<file path="src/assert_macros.svh">
// Assertion macros shared by the RTL.
// SVM_ASSERT_RST   : checked on every rising clock edge outside reset.
// SVM_ASSERT_ALWAYS: checked on every rising clock edge, reset included.
`ifndef ASSERT_MACROS_SVH
`define ASSERT_MACROS_SVH

`ifndef SYNTH

`define SVM_ASSERT_RST(label, clk, rst_n, prop, msg) \
  label: assert property (@(posedge clk) disable iff (!rst_n) prop) else $error(msg);

`define SVM_ASSERT_ALWAYS(label, clk, prop, msg) \
  label: assert property (@(posedge clk) prop) else $error(msg);

`else

`define SVM_ASSERT_RST(label, clk, rst_n, prop, msg)

`define SVM_ASSERT_ALWAYS(label, clk, prop, msg)

`endif

`endif

</file>
<file path="src/svm_ram.sv">
`timescale 1ns / 1ps

module svm_ram #(
  parameter int WIDTH = 16,
  parameter int DEPTH = 256
) (
  input  logic                                         clk,
  input  logic                                         we,
  input  logic [((DEPTH > 1) ? $clog2(DEPTH) : 1)-1:0] waddr,
  input  logic [WIDTH-1:0]                             wdata,
  input  logic                                         re,
  input  logic [((DEPTH > 1) ? $clog2(DEPTH) : 1)-1:0] raddr,
  output logic [WIDTH-1:0]                             rdata
);

  logic [WIDTH-1:0] mem [DEPTH];
  logic [WIDTH-1:0] rdata_r;

  always_ff @(posedge clk) begin
    if (we) begin
      mem[waddr] <= wdata;
    end
    if (re) begin
      rdata_r <= mem[raddr];
    end
  end

  assign rdata = rdata_r;

endmodule

</file>
<file path="config.mk">
export PLATFORM = sky130hd
export DESIGN_NAME = svm_ram
export DESIGN_NICKNAME = d
export VERILOG_FILES = /design/src/assert_macros.svh /design/src/svm_ram.sv
export SDC_FILE = /design/constraint.sdc
export NUM_CORES = 2
export LEC_CHECK = 0
export BUFFER_PORTS_ARGS = -buffer_cell sky130_fd_sc_hd__clkbuf_2
export CAP_MARGIN = 30
export CORE_ASPECT_RATIO = 1.75
export CORE_MARGIN = 2
export CORE_UTILIZATION = 55
export CTS_CLUSTER_DIAMETER = 50
export DETAILED_ROUTE_END_ITERATION = 8
export GPL_ROUTABILITY_DRIVEN = 1
export GPL_TIMING_DRIVEN = 0
export PLACE_DENSITY = 0.68
export SLEW_MARGIN = 20
export SYNTH_ARGS = -nofsm -noshare
export SYNTH_HDL_FRONTEND = slang
export SYNTH_SLANG_ARGS = --single-unit
export TNS_END_PERCENT = 20
</file>
<file path="constraint.sdc">
create_clock -name clk -period 3.92 [get_ports clk]
set_input_delay 0.392 -clock clk [delete_from_list [all_inputs] [get_ports clk]]
set_output_delay 0.392 -clock clk [all_outputs]
set_load 0.1 [all_outputs]
</file>
# Word level (Yosys, flattened, before mapping)
# Memories as Yosys holds them, arrays and structs flattened. A register that Yosys moved wholly into a read port is not among the register bits.
# Cells that the tools add are included.
[totals]
ram_bits = 4096
ff_bits = 0
n_memories = 1
in_bits = 35
wordCells = 3
output_inout_bits = 16
[op_classes]
mux = 2
[mem_list]
columns = ["memory", "depth", "width", "read_ports", "rd_ports_with_merged_regs", "wr", "line", "text"]
rows = [
  ["mem", 256, 16, 1, 1, 1, "svm_ram.sv:16", "logic [WIDTH-1:0] mem [DEPTH];"],
]
[op_table]
columns = ["op", "n"]
rows = [
  ["$mux 1", 2],
]

# Logic depth before layout (Yosys ltp)
[depth]
depth_word = 2
mapped_depth = 12

# Worst setup path after synthesis
# No wires, ideal clock.
[synth_path]
path_kind = "input-to-reg"
start = "input port raddr[0] (netlist name)"
end = "register rdata_r[4] (netlist: rdata[4]) (read register of mem) (data pin)"
t_required_ns = 3.655
t_arrival_ns = 2.376
cell_stages = 8
slack_ns = 1.279
cell_sequence = "buf_6 -> buf_6 -> buf_2 -> mux4_2 -> mux4_2 -> a22o_1 -> o32ai_2 -> nor4_2"
[synth_rtl]
columns = ["item", "line", "text"]
rows = [
  ["from (decl)", "svm_ram.sv:12", "input logic [((DEPTH > 1) ? $clog2(DEPTH) : 1)-1:0] raddr,"],
  ["to (decl)", "svm_ram.sv:17", "logic [WIDTH-1:0] rdata_r;"],
]

==> flow_metrics.tcl <==
set metrics [dict create \
    ir_worst_vdd_v 0.000457 \
    post_dp_cell_area_mm2 0.169 \
    dr_total_vias 82900 \
    areaGrowthSynthToFinish_pct 14.1 \
    fmax_mhz 236 \
    rsz0062_at_grt "yes" \
    worstReg2RegEnd "rdata[8]$_DFFE_PP_" \
    synth-edff-count 4112 \
    stdcell_area_mm2 0.181 \
    switchingPower_w 0.0201 \
    arrival_ns 4.92 \
    cp-end-kind "flip-flop" \
    required_ns 4.61 \
    grt_pass1_vias 83200 \
    hold_end "mem[119][0]$_DFFE_PP_" \
    setup_slack_ns -0.315 \
    maxCapViolations 0 \
    synth_nets 7395 \
    setup_viol 14 \
    post_cts_buffers 0 \
    core_area_mm2 0.288 \
    critical_path_buf_inv_count 6 \
    worstMarginPinSlew_ns 1.30 \
    yosysSeqAreaShare 0.777 \
    clockPowerShare 0.396 \
    synth_area_leader_cell "edfxtp_1" \
    skew_ns 0.0490 \
    clockBufferDepth 4 \
    grt_overflow 0 \
    synth.ff_latch_count 4112 \
    drv_slew 0 \
    power_frac_seq 0.539 \
    min_from "wdata[0]" \
    powerDensity_mw_per_mm2 496 \
    startpoint_type "input port" \
    cpLargestDelayFamily "buffers and inverters" \
    post_drt_wl_per_cell_um 43.1 \
    pin_count 51 \
    synth_top_family_by_area "multiplexers" \
    async_reset_ff_frac 0 \
    yosysMostFrequentCell "edfxtp_1" \
    final_layout_size_suffix_gt1_frac 0.279 \
    min_period_over_period 1.08 \
    path_clk_slew_ns 0.06 \
    port_buffers 40 \
    hold_violations 5 \
    syn-cell-area_mm2 0.159 \
    maxSlewHeadroom 0.129 \
    path_class "in2reg" \
    die_height_um 715 \
    grt_use_total 0.361 \
    clk_latency_ns 0.96 \
    routed_wirelength_mm 525 \
    rrSetupSlack_ns 0.45 \
    run_status "finished with violations" \
    gp_congestion 1.07 \
    initial_core_util 0.552 \
    synthMuxAreaShare 0.155 \
    cts_made_buffers 360 \
    holdPathStages 1 \
    critical_path.max_stage_delay_ns 0.85 \
    cts-htree-levels 5 \
    fin_nets 8094 \
    tritoncts "yes" \
    critPathSlowestCell "nor3_1" \
    antenna_found_initial 30 \
    syn_avg_cell_area_um2 21.6 \
    ff2ff_path_depth 5 \
    fin_crit_ns 4.23 \
    drc 0 \
    clockRootBuffer "clkbuf_16" \
    holdWs_ns -0.00901 \
    ys_types 51 \
    total_power_w 0.0899 \
    grt_max_degree 113 \
    crit_chain "clkbuf_1 -> inv_2 -> buf_2 -> clkbuf_2 -> clkbuf_2 -> clkbuf_1 -> nor3_1 -> nor3_2 -> nor4_2" \
    rows 261 \
    path_max_fanout 10 \
    tns_ns -1.95 \
    drt-initial-drc-count 10400 \
    switching_share 0.223 \
    r2r_start "mem[58][8]$_DFFE_PP_" \
    yosysWarningCount 0 \
    yosys-top-cells-count "edfxtp_1, mux4_2, mux2i_1" \
    die-area_mm2 0.293 \
    intPower_w 0.0698 \
    antenna_left 0 \
    synthSimpleGateAreaFrac 0.0157 \
    syn_inst 7360 \
    min_path_type "in2reg" \
    routed_via_density 6.80 \
    dp_hpwl_mm 375 \
    fin_util 0.629 \
    die_x_um 410 \
    synth_compound_area_frac 0.0353 \
    synth_area_leaders "edfxtp_1, mux4_2, mux2i_1, o221ai_1, nor2_1" \
    dr.pass1.iters 6 \
    p_comb_frac 0.064 \
    clkSinkCount 4112 \
    yosys.area.top_type_share 0.777 \
    synth_top_flop_cell "edfxtp_1" \
    violations "hold timing, setup timing" \
    yosys.area_share.adder 0 \
    grt_pass1_wl_mm 705 \
    leakage_nw 57.2 \
    synth-xor-area-share 0 \
]
state kept, by name, indices dropped and copies added, names as in the netlist:
register,flops
rdata,16
mem,4096
area by class of cell:
type,instances,area (um^2)
inverter,4,15.0
buffer,451,2820
multi-input combinational,2792,34000
antenna,28,70.1
timing repair buffer,338,4630
fill,19500,107000
clock buffer,424,9460
clock inverter,219,2030
sequential,4112,123000
tap,3813,4770
logic make-up after synthesis:
logic type / Yosys count
and+or+nand+nor: 556
DFF: 4112
muxes: 1450
AOI/OAI and AO/OA: 786
buffers and inverters: 456
stage by stage:
stage / setup WS (ns) / std cells
floorplan: 1.28 / 7360
global placement: -3.51 / 11200
detailed placement: -1.58 / 11500
CTS: -0.0654 / 12100
global route: -0.0521 / 12200
finish: -0.315 / 12200
repair_timing:
item	CTS	global route
pin swaps	1	1
hold buffers	5	0
resized for setup	37	7
endpoints found under the hold margin	145	0
setup endpoints to repair	15	12
layout by cell type (no fill, tap or decap), types with 39 or more instances in the layout:
master and n:
buf_6 213, nor2_1 46, mux2_2 88, nor2_4 70
buf_2 90, a22oi_1 42, mux4_2 797, clkbuf_16 370
clkinv_1 76, buf_16 39, a21oi_1 168, mux2i_1 565
nor2_2 188, o22ai_1 148, clkbuf_2 82, edfxtp_1 4112
buf_8 87, clkinv_2 75, nor3_1 78, o221ai_1 252
buf_4 44, clkbuf_1 214
power by group through the flow:
stage | Clock [W] | Sequential, W | Combinational, W
after CTS | 0.0357 | 0.0485 | 0.00565
final | 0.0356 | 0.0485 | 0.00578
after global placement | 0 | 0.0497 | 0.00525
after floorplan | 0 | 0.0496 | 0.00239
after detailed placement | 0 | 0.0495 | 0.00561
after global routing | 0.0372 | 0.0485 | 0.00580
routing by layer:
layer | wire (um) | global-route usage | part of all wire | vias to the layer above
li1 | - | - | - | 32700
met1 | 158000 | 0.379 | 0.30 | 43500
met2 | 263000 | 0.606 | 0.50 | 5066
met3 | 41200 | 0.0701 | 0.078 | 1568
met4 | 63200 | 0.340 | 0.12 | 8
met5 | 60 | 0 | 0.00011 | -
worst max-delay path by stage:
stage                   from  slack, ns  cells after the start             endpoint
detailed placement  raddr[3]      -1.58                      9  rdata[11]$_DFFE_PP_
global route        raddr[3]      -0.05                      9   rdata[5]$_DFFE_PP_
CTS                 raddr[1]      -0.07                     10   rdata[2]$_DFFE_PP_
finish              raddr[3]      -0.31                      9   rdata[8]$_DFFE_PP_
global placement    raddr[2]      -3.51                      8  rdata[11]$_DFFE_PP_
floorplan           raddr[0]       1.28                      8   rdata[4]$_DFFE_PP_
worst register-to-register path, delay by kind of cell, from the launching register on:
kind | cells | cell delay (ns)
AOI/OAI and AO/OA | 2 | 1.45
muxes | 2 | 1.12
DFF | 1 | 0.38
and+or+nand+nor | 1 | 0.25
Power figures use the tool's default switching activity.
