==> src/assert_macros.svh <==
// Assertion macros shared by the RTL.
// SVM_ASSERT_RST   : checked on every rising clock edge outside reset.
// SVM_ASSERT_ALWAYS: checked on every rising clock edge, reset included.
`ifndef ASSERT_MACROS_SVH
`define ASSERT_MACROS_SVH

`ifndef SYNTH

`define SVM_ASSERT_RST(label, clk, rst_n, prop, msg) \
  label: assert property (@(posedge clk) disable iff (!rst_n) prop) else $error(msg);

`define SVM_ASSERT_ALWAYS(label, clk, prop, msg) \
  label: assert property (@(posedge clk) prop) else $error(msg);

`else

`define SVM_ASSERT_RST(label, clk, rst_n, prop, msg)

`define SVM_ASSERT_ALWAYS(label, clk, prop, msg)

`endif

`endif

==> src/svm_pkg.sv <==
`timescale 1ns / 1ps

package svm_pkg;

  localparam int DEF_VOICES       = 16;
  localparam int DEF_SAMPLE_DEPTH = 65536;

  localparam logic signed [15:0] PCM_MAX = 16'sh7FFF;
  localparam logic signed [15:0] PCM_MIN = 16'sh8000;

  // command codes
  localparam logic [1:0] CMD_LOAD  = 2'd0;
  localparam logic [1:0] CMD_QUEUE = 2'd1;
  localparam logic [1:0] CMD_TICK  = 2'd2;
  localparam logic [1:0] CMD_CLEAR = 2'd3;

  // status codes
  localparam logic [1:0] ST_OK       = 2'd0;
  localparam logic [1:0] ST_FULL     = 2'd1;
  localparam logic [1:0] ST_ZERO_LEN = 2'd2;

  typedef struct packed {
    logic [1:0]          cmd;
    logic [15:0]         address;
    logic signed [15:0]  sample_in;
    logic [15:0]         sound_length;
  } in_item_t;

  typedef struct packed {
    logic signed [15:0]  mixed_sample;
    logic [1:0]          status;
    logic [4:0]          active_voices;
  } out_item_t;

  typedef struct packed {
    logic [15:0] address;
    logic [15:0] remaining;
  } voice_entry_t;

endpackage

==> src/svm_sat_add.sv <==
`timescale 1ns / 1ps

module svm_sat_add (
  input  logic signed [15:0] acc_i,
  input  logic signed [15:0] sample_i,
  output logic signed [15:0] sum_o
);

  logic signed [16:0] wide;

  always_comb begin
    wide = 17'(acc_i) + 17'(sample_i);
    // clamp to the 16-bit PCM range
    if (wide > 17'(svm_pkg::PCM_MAX)) begin
      sum_o = svm_pkg::PCM_MAX;
    end else if (wide < 17'(svm_pkg::PCM_MIN)) begin
      sum_o = svm_pkg::PCM_MIN;
    end else begin
      sum_o = wide[15:0];
    end
  end

endmodule

==> config.mk <==
export PLATFORM = sky130hd
export DESIGN_NAME = svm_sat_add
export DESIGN_NICKNAME = d
export VERILOG_FILES = /design/src/assert_macros.svh /design/src/svm_pkg.sv /design/src/svm_sat_add.sv
export SDC_FILE = /design/constraint.sdc
export NUM_CORES = 1
export LEC_CHECK = 0
export ABC_AREA = 1
export BUFFER_PORTS_ARGS = -buffer_cell sky130_fd_sc_hd__buf_2
export CELL_PAD_IN_SITES_DETAIL_PLACEMENT = 0
export CELL_PAD_IN_SITES_GLOBAL_PLACEMENT = 2
export CORE_MARGIN = 2
export CORE_UTILIZATION = 23
export DETAILED_ROUTE_END_ITERATION = 16
export PLACE_DENSITY = 0.87
export SYNTH_ARGS = -nofsm -noshare
export SYNTH_HDL_FRONTEND = slang
export SYNTH_SLANG_ARGS = --single-unit
==> constraint.sdc <==
create_clock -name vclk -period 3.3
set_input_delay 0.825 -clock vclk [all_inputs]
set_output_delay 0.825 -clock vclk [all_outputs]
set_load 0.05 [all_outputs]
### Word-level counts from Yosys, hierarchy flattened

Cells that the tools add are included.
Widths: inputs -> output; s select.

| word-level totals | value |
|---|---|
| output and inout bits | 16 |
| input port bits | 32 |
| register bits | 0 |

| operators by class | value |
|---|---|
| $lt $le $gt $ge | 2 |
| add/sub/neg operators | 1 |
| mux-type cells | 2 |

Operators with widths:

| operator | count |
|---|---|
| $mux 16 | 2 |
| $add 16x16->17 | 1 |
| $gt 17x16->1 const B | 1 |
| $lt 17x16->1 const B | 1 |

### Depth between registers and ports, before layout

Gate-level depths: netlist (run 1).

| depth | value |
|---|---|
| depth in word-level cells | 4 |
| mapped depth | 17 |
| gate-level depth less buffers | 16 |

### Worst setup path after synthesis (run 1)

Ideal clock, no wire load.

| timing path | value |
|---|---|
| kind | in2out |
| start point | input acc_i[0] |
| end point | output sum_o[1] |
| slack | -0.369 ns |
| stages | 14 |
| arrival time | 2.844 ns |
| cells stage by stage | ha_1 > inv_1 > fa_1 > inv_1 > nand2_1 > nand2_1 > nand3_1 > nand2_2 > nand2_1 > nand2_1 > nand2_1 > nand2_2 > nand2_2 > a21oi_1 |

| on the way | value |
|---|---|
| word-level cells in the longest chain between the ends | 4 |
| elaborated cells between the ends (all ways) | 5 |
| those cells by class | add/sub (1); order compare (2); mux (2) |

RTL lines:

| item | RTL line | RTL |
|---|---|---|
| start, declared | svm_sat_add.sv:4 | `input logic signed [15:0] acc_i,` |
| $add 16x16->17 (*) | svm_sat_add.sv:12 | `wide = 17'(acc_i) + 17'(sample_i);` |
| $lt 17x16->1 | svm_sat_add.sv:16 | `end else if (wide < 17'(svm_pkg::PCM_MIN)) begin` |
| $mux 16 | svm_sat_add.sv:16 |  |
| $mux 16 (*) | svm_sat_add.sv:14 | `if (wide > 17'(svm_pkg::PCM_MAX)) begin` |
| end, declared | svm_sat_add.sv:6 | `output logic signed [15:0] sum_o` |

Mark *: on every way between the ends. The rest lies on a longest branch, timed or not.

### Worst setup path in the final report (run 1)

| timing path | value |
|---|---|
| start point | input sample_i[0] |
| end point | output sum_o[2] |

| on the way | value |
|---|---|
| word-level cells in the longest chain between the ends | 4 |
| elaborated cells between the ends (all ways) | 5 |
| those cells by class | add/sub (1); order compare (2); mux (2) |

RTL lines:

| item | RTL line | RTL |
|---|---|---|
| start, declared | svm_sat_add.sv:5 | `input logic signed [15:0] sample_i,` |
| $add 16x16->17 (*) | svm_sat_add.sv:12 |  |
| $lt 17x16->1 | svm_sat_add.sv:16 |  |
| $mux 16 | svm_sat_add.sv:16 |  |
| $mux 16 (*) | svm_sat_add.sv:14 |  |

Marked as above.

==> out/qor.csv, run 1 <==
metric,value,unit
Leak,1.23,nW
Syn Area/Cell,5.16,sq um
hold endpoint,sum_o[0],
sequential cell count,0,
DRT iter0 DRCs,35,
most frequent cell after synthesis,nand2_1,
CP startpoint,sample_i[0],
sequential fraction of the synthesis area,0,
combinational fraction of design power,1.000,
post-synth top area share,0.324,
WP buf/inv,5,
via count,1526,
sw frac,0.576,
Yosys cell types,19,
clkbuf count,0,
Slew @ Worst Pin,0.288,ns
share of layout cells above drive strength 1,0.522,
initial core utilization,0.243,
"Cell Area, Synth",1080,sq um
Routed WL,3.83,mm
PD cells,381,nW/um^2
I/O Buffers,48,
crit end category,primary output,
Vias/cell,4.37,
setup ws final,-0.0413,ns
WP data arrival,2.52,ns
die area,5250,sq um
Area contributors post-synth,"nand2_1 (32%), ha_1 (19%), inv_1 (11%)",
largest net degree at the start of global routing,10,
Max Slew Vio Count,0,
DRT Pass-1 Iters,4,
Worst VDD drop,0.285,mV
CP max stage cell,fa_2,
ant diodes,0,
CORE AREA,4440,sq um
NumNets Final,348,
Ports,48,
sequential power share,0,
most common library cells after synthesis,"nand2_1 (93), inv_1 (33), a21oi_1 (16), ha_1 (16), nor2_1 (12)",
worst hold slack,2.11,ns
Place WS,-0.277,ns
worst relative slew slack,0.807,
Syn. warnings,0,
status,"finished, violations left",
vias in the first global route,1473,
Hold Startpoint,acc_i[0],
RSZ-0062 raised after global routing,yes,
cell area after placement,1770,sq um
Hold Crit Depth,5,
Die Ht,72.5,microns
WL/cell,11.0,microns
min Tclk post-route,3.34,ns
Post-Synthesis Cells,209,
final period utilization,1.01,
Psw,0.485,mW
first-pass GRT wire length,6.22,mm
die width,72.5,microns
DRC,0,
endpoints failing hold,0,
placed cells,345,
fin area,2210,sq um
Post-Syn Nets,258,
Setup crit start kind,input pin,
maxcap violations,0,
Pint,0.357,mW
Clock power frac,0,
CP Class,input pin to primary output,
FP Rows,24,
Layout area overhead,105,%
CP max FO,6,
Post-Layout Cell Count,349,
"area leader, netlist",nand2_1,
gr ovfl total,0,
ANT nets after route,0,
"most used cell, CP",nand2_2,
initial antenna violation count,0,
HPWL after detailed placement,2.86,mm
Max Clock Freq,299,MHz
"delay-heaviest family, CP",simple AND/OR/NAND/NOR gates,
slowest cell delay on critical path,0.34,ns
RD Place Congestion,0.737,
HP Class,input pin to primary output,
Pwr Total,0.842,mW
register area,0,sq um
# setup viols final,5,
aggregate global-route resource usage,0.143,
critical path data required time,2.47,ns
failing checks,setup timing,
CP cell instances,"buf_6, ha_4, inv_2, fa_2, inv_2, nand2_2, nand2_2, nand3_2, nand2_2, nand2_2, nand2_2, nand2_2, nand2_4, nand2_4, buf_12, a21oi_4, buf_6",
==> layout by cell type (no fill, tap or decap), drive strengths merged, types with 2 or more instances in the layout <==
cell    Yosys  routed
xnor2       2       2
buf         2      89
xor2        7       7
nand4       2       2
inv        34      34
nand3       8       8
ha         16      16
o21bai      2       2
and2        2       2
nand2     100     101
nor3        2       2
a21oi      16      16
nor2       12      12
==> cell type report <==
class,count,area [sq um]
Fill cell,492,2230
Inverter,34,133
Multi-Input combinational cell,174,1290
Tap cell,52,65.1
Timing Repair Buffer,89,723
==> power by group through the flow <==
| stage | clock, mW | combinational (mW) | sequential [mW] |
|---|---|---|---|
| final | 0 | 0.842 | 0 |
| after global routing | 0 | 0.902 | 0 |
| after CTS | 0 | 0.790 | 0 |
| after detailed placement | 0 | 0.636 | 0 |
| after global placement | 0 | 0.634 | 0 |
| after floorplan | 0 | 0.453 | 0 |
==> tightest hold or removal path, cell delays in order <==
cell and delay [ns]:
buf_6 0.07, ha_4 0.11, nand2_1 0.04, nand2_1 0.07, buf_6 0.16
==> cells by family after synthesis <==
family	synth area share
simple gates	0.488
buf+inv	0.139
compound gates	0.0951
fa+ha+maj	0.204
xor+xnor	0.0731
==> through the flow <==
| step | utilization | TNS, ns |
|---|---|---|
| 3_3_place_gp | 0.398 | -3.27 |
| 4_1_cts | 0.463 | -0.759 |
| 3_5_place_dp | 0.398 | -3.89 |
| 5_1_grt | 0.497 | -1.80 |
| 2_1_floorplan | - | -0.319 |
| 6_report | 0.497 | -0.0937 |
==> per-layer routing <==
layer	vias to the layer above	wire, microns	track usage
li1	824	-	-
met1	678	1730	0.184
met2	24	1990	0.277
met3	0	108	0.00694
met4	0	0	0
met5	-	0	0
==> how the worst max path moves through the flow <==
| stage | to | slack, ns | cells after the start |
|---|---|---|---|
| 2_1_floorplan | sum_o[1] | -0.12 | 14 |
| 3_3_place_gp | sum_o[7] | -0.23 | 18 |
| 6_report | sum_o[2] | -0.04 | 17 |
| 3_5_place_dp | sum_o[2] | -0.28 | 17 |
| 5_1_grt | sum_o[2] | -0.17 | 17 |
| 4_1_cts | sum_o[2] | -0.11 | 17 |
==> repair_timing <==
action	4_1_cts	5_1_grt
cloned	1	0
gates resized for setup	63	34
endpoints found under the hold margin	0	0
hold buffers	0	0
endpoints found under the setup margin	16	16
setup buffers	3	2
pin swaps	7	15
Note: power is estimated with default switching activity, not from simulation.
==> run 2: changes to the inputs <==
--- a/config.mk
+++ b/config.mk
@@ -12,7 +12,8 @@
 export CORE_MARGIN = 2
 export CORE_UTILIZATION = 23
 export DETAILED_ROUTE_END_ITERATION = 16
-export PLACE_DENSITY = 0.87
+export PLACE_DENSITY_LB_ADDON = 0.1
+export SLEW_MARGIN = 20
 export SYNTH_ARGS = -nofsm -noshare
 export SYNTH_HDL_FRONTEND = slang
 export SYNTH_SLANG_ARGS = --single-unit
==> out/qor.csv, run 2 (synthesized netlist as in run 1, its figures left out) <==
metric,value,unit,change
"commonest non-fill, non-tap cell in the layout",nand2_1,,
cell area after placement,1760,sq um,-0.42%
Clock power frac,0,,unchanged
DRT Pass-1 Iters,4,,unchanged
share of layout cells above drive strength 1,0.534,,+0.0119
Vias/cell,4.23,,-3.3%
# setup viols final,2,,-3
Layout area overhead,105,%,
WP data arrival,2.51,ns,about the same
worst relative slew slack,0.845,,+0.0378
ANT nets after route,0,,unchanged
HP Class,input pin to primary output,,
fillers,461,,-6.3%
Post-Layout Cell Count,348,,-0.29%
register area,0,sq um,unchanged
clkbuf count,0,,unchanged
vias in the first global route,1357,,-7.9%
RD Place Congestion,0.736,,about the same
combinational fraction of design power,1.000,,about the same
min Tclk post-route,3.33,ns,-0.00683 ns
ant diodes,0,,unchanged
initial antenna violation count,0,,unchanged
setup ws final,-0.0345,ns,+0.00683 ns
placed cells,344,,-0.29%
Worst VDD drop,0.334,mV,+17%
worst hold slack,2.09,ns,-0.0185 ns
failing checks,setup timing,,
endpoints failing hold,0,,unchanged
via count,1472,,-3.5%
critical path data required time,2.47,ns,about the same
Routed WL,3.72,mm,-2.8%
Psw,0.480,mW,-1.1%
initial core utilization,0.243,,unchanged
final period utilization,1.01,,-0.00207
Leak,1.23,nW,-0.60%
maxcap violations,0,,unchanged
RSZ-0062 raised after global routing,yes,,
Max Slew Vio Count,0,,unchanged
aggregate global-route resource usage,0.137,,-0.00577
HPWL after detailed placement,2.90,mm,+1.5%
Slew @ Worst Pin,0.233,ns,-0.0549 ns
die width,72.5,microns,unchanged
sequential power share,0,,unchanged
# hold bufs at CTS,0,,unchanged
largest net degree at the start of global routing,10,,unchanged
status,"finished, violations left",,
end of the critical path,sum_o[2],,
CP max FO,6,,unchanged
sequential cell count,0,,unchanged
die area,5250,sq um,unchanged
first-pass GRT wire length,5.95,mm,-4.3%
CORE AREA,4440,sq um,unchanged
fin area,2210,sq um,-0.11%
FP Rows,24,,unchanged
Die Ht,72.5,microns,unchanged
WL/cell,10.7,microns,-2.5%
most frequent cells in the layout,"nand2_1 (58), buf_4 (38), inv_1 (31), buf_2 (30), nand2_2 (28)",,
Max Clock Freq,300,MHz,+0.21%
CP Class,input pin to primary output,,
NumNets Final,347,,-0.29%
Setup crit start kind,input pin,,
Pint,0.359,mW,+0.55%
PD cells,380,nW/um^2,-0.28%
gr ovfl total,0,,unchanged
crit end category,primary output,,
CP startpoint,sample_i[0],,
sw frac,0.572,,-0.00402
Ports,48,,unchanged
DRT iter0 DRCs,26,,-26%
I/O Buffers,48,,unchanged
DRC,0,,unchanged
## run 2: cell count changes in the layout (fill, tap and decap cells not counted), sizes merged
| cell | change |
|---|---|
| buf | -1 |
## run 2: metal layers
metal / vias up / wire [microns] / GRT usage
met1: 616 / 1920 / 0.203
met2: 32 / 1710 / 0.239
met5: - / 0 / 0
met3: 0 / 94 / 0
li1: 824 / - / -
met4: 0 / 0 / 0
## run 2: power by group through the flow
| stage | clock (mW) | combinational [mW] | sequential, mW |
|---|---|---|---|
| 5_1_grt | 0 | 0.895 | 0 |
| 6_report | 0 | 0.838 | 0 |
| 3_5_place_dp | 0 | 0.636 | 0 |
| 3_3_place_gp | 0 | 0.639 | 0 |
| 4_1_cts | 0 | 0.781 | 0 |
| 2_1_floorplan | 0 | 0.453 | 0 |
## run 2: how the worst min path moves through the flow
stage	cells after the start	end	start
final	5	sum_o[0]	acc_i[0]
after CTS	5	sum_o[0]	acc_i[0]
after global routing	5	sum_o[0]	acc_i[0]
after floorplan	4	sum_o[2]	sample_i[2]
after global placement	5	sum_o[0]	sample_i[0]
after detailed placement	5	sum_o[0]	sample_i[0]
## run 2: through the flow
stage	worst slack, ns	utilization	TNS [ns]	total power [mW]
2_1_floorplan	-0.116	-	-0.319	0.453
3_3_place_gp	-0.242	0.396	-3.39	0.639
3_5_place_dp	-0.278	0.396	-3.84	0.636
4_1_cts	-0.111	0.456	-0.907	0.781
5_1_grt	-0.151	0.497	-1.66	0.895
6_report	-0.0345	0.497	-0.0673	0.838
## run 2: layout make-up
| class | count | area, sq um | area share |
|---|---|---|---|
| Tap cell | 52 | 65.1 | 0.0295 |
| Timing Repair Buffer | 88 | 723 | 0.328 |
| Inverter | 34 | 133 | 0.0601 |
| Multi-Input combinational cell | 174 | 1290 | 0.583 |
## run 2: repair_timing
item	4_1_cts	5_1_grt
pin swaps	7	10
gates cloned	1	0
gates resized for setup	61	39
endpoints found under the setup margin	15	16
setup buffers	2	1
## run 2: worst max-delay path, cell delays in order
cell     delay [ns]
buf_8          0.07
ha_4           0.13
inv_2          0.03
fa_2           0.34
inv_2          0.06
nand2_2        0.05
nand2_2        0.06
nand3_2        0.06
nand2_2        0.09
nand2_2        0.07
nand2_2        0.06
nand2_2        0.05
nand2_4        0.10
nand2_4        0.08
buf_12         0.14
a21oi_4        0.11
buf_6          0.17
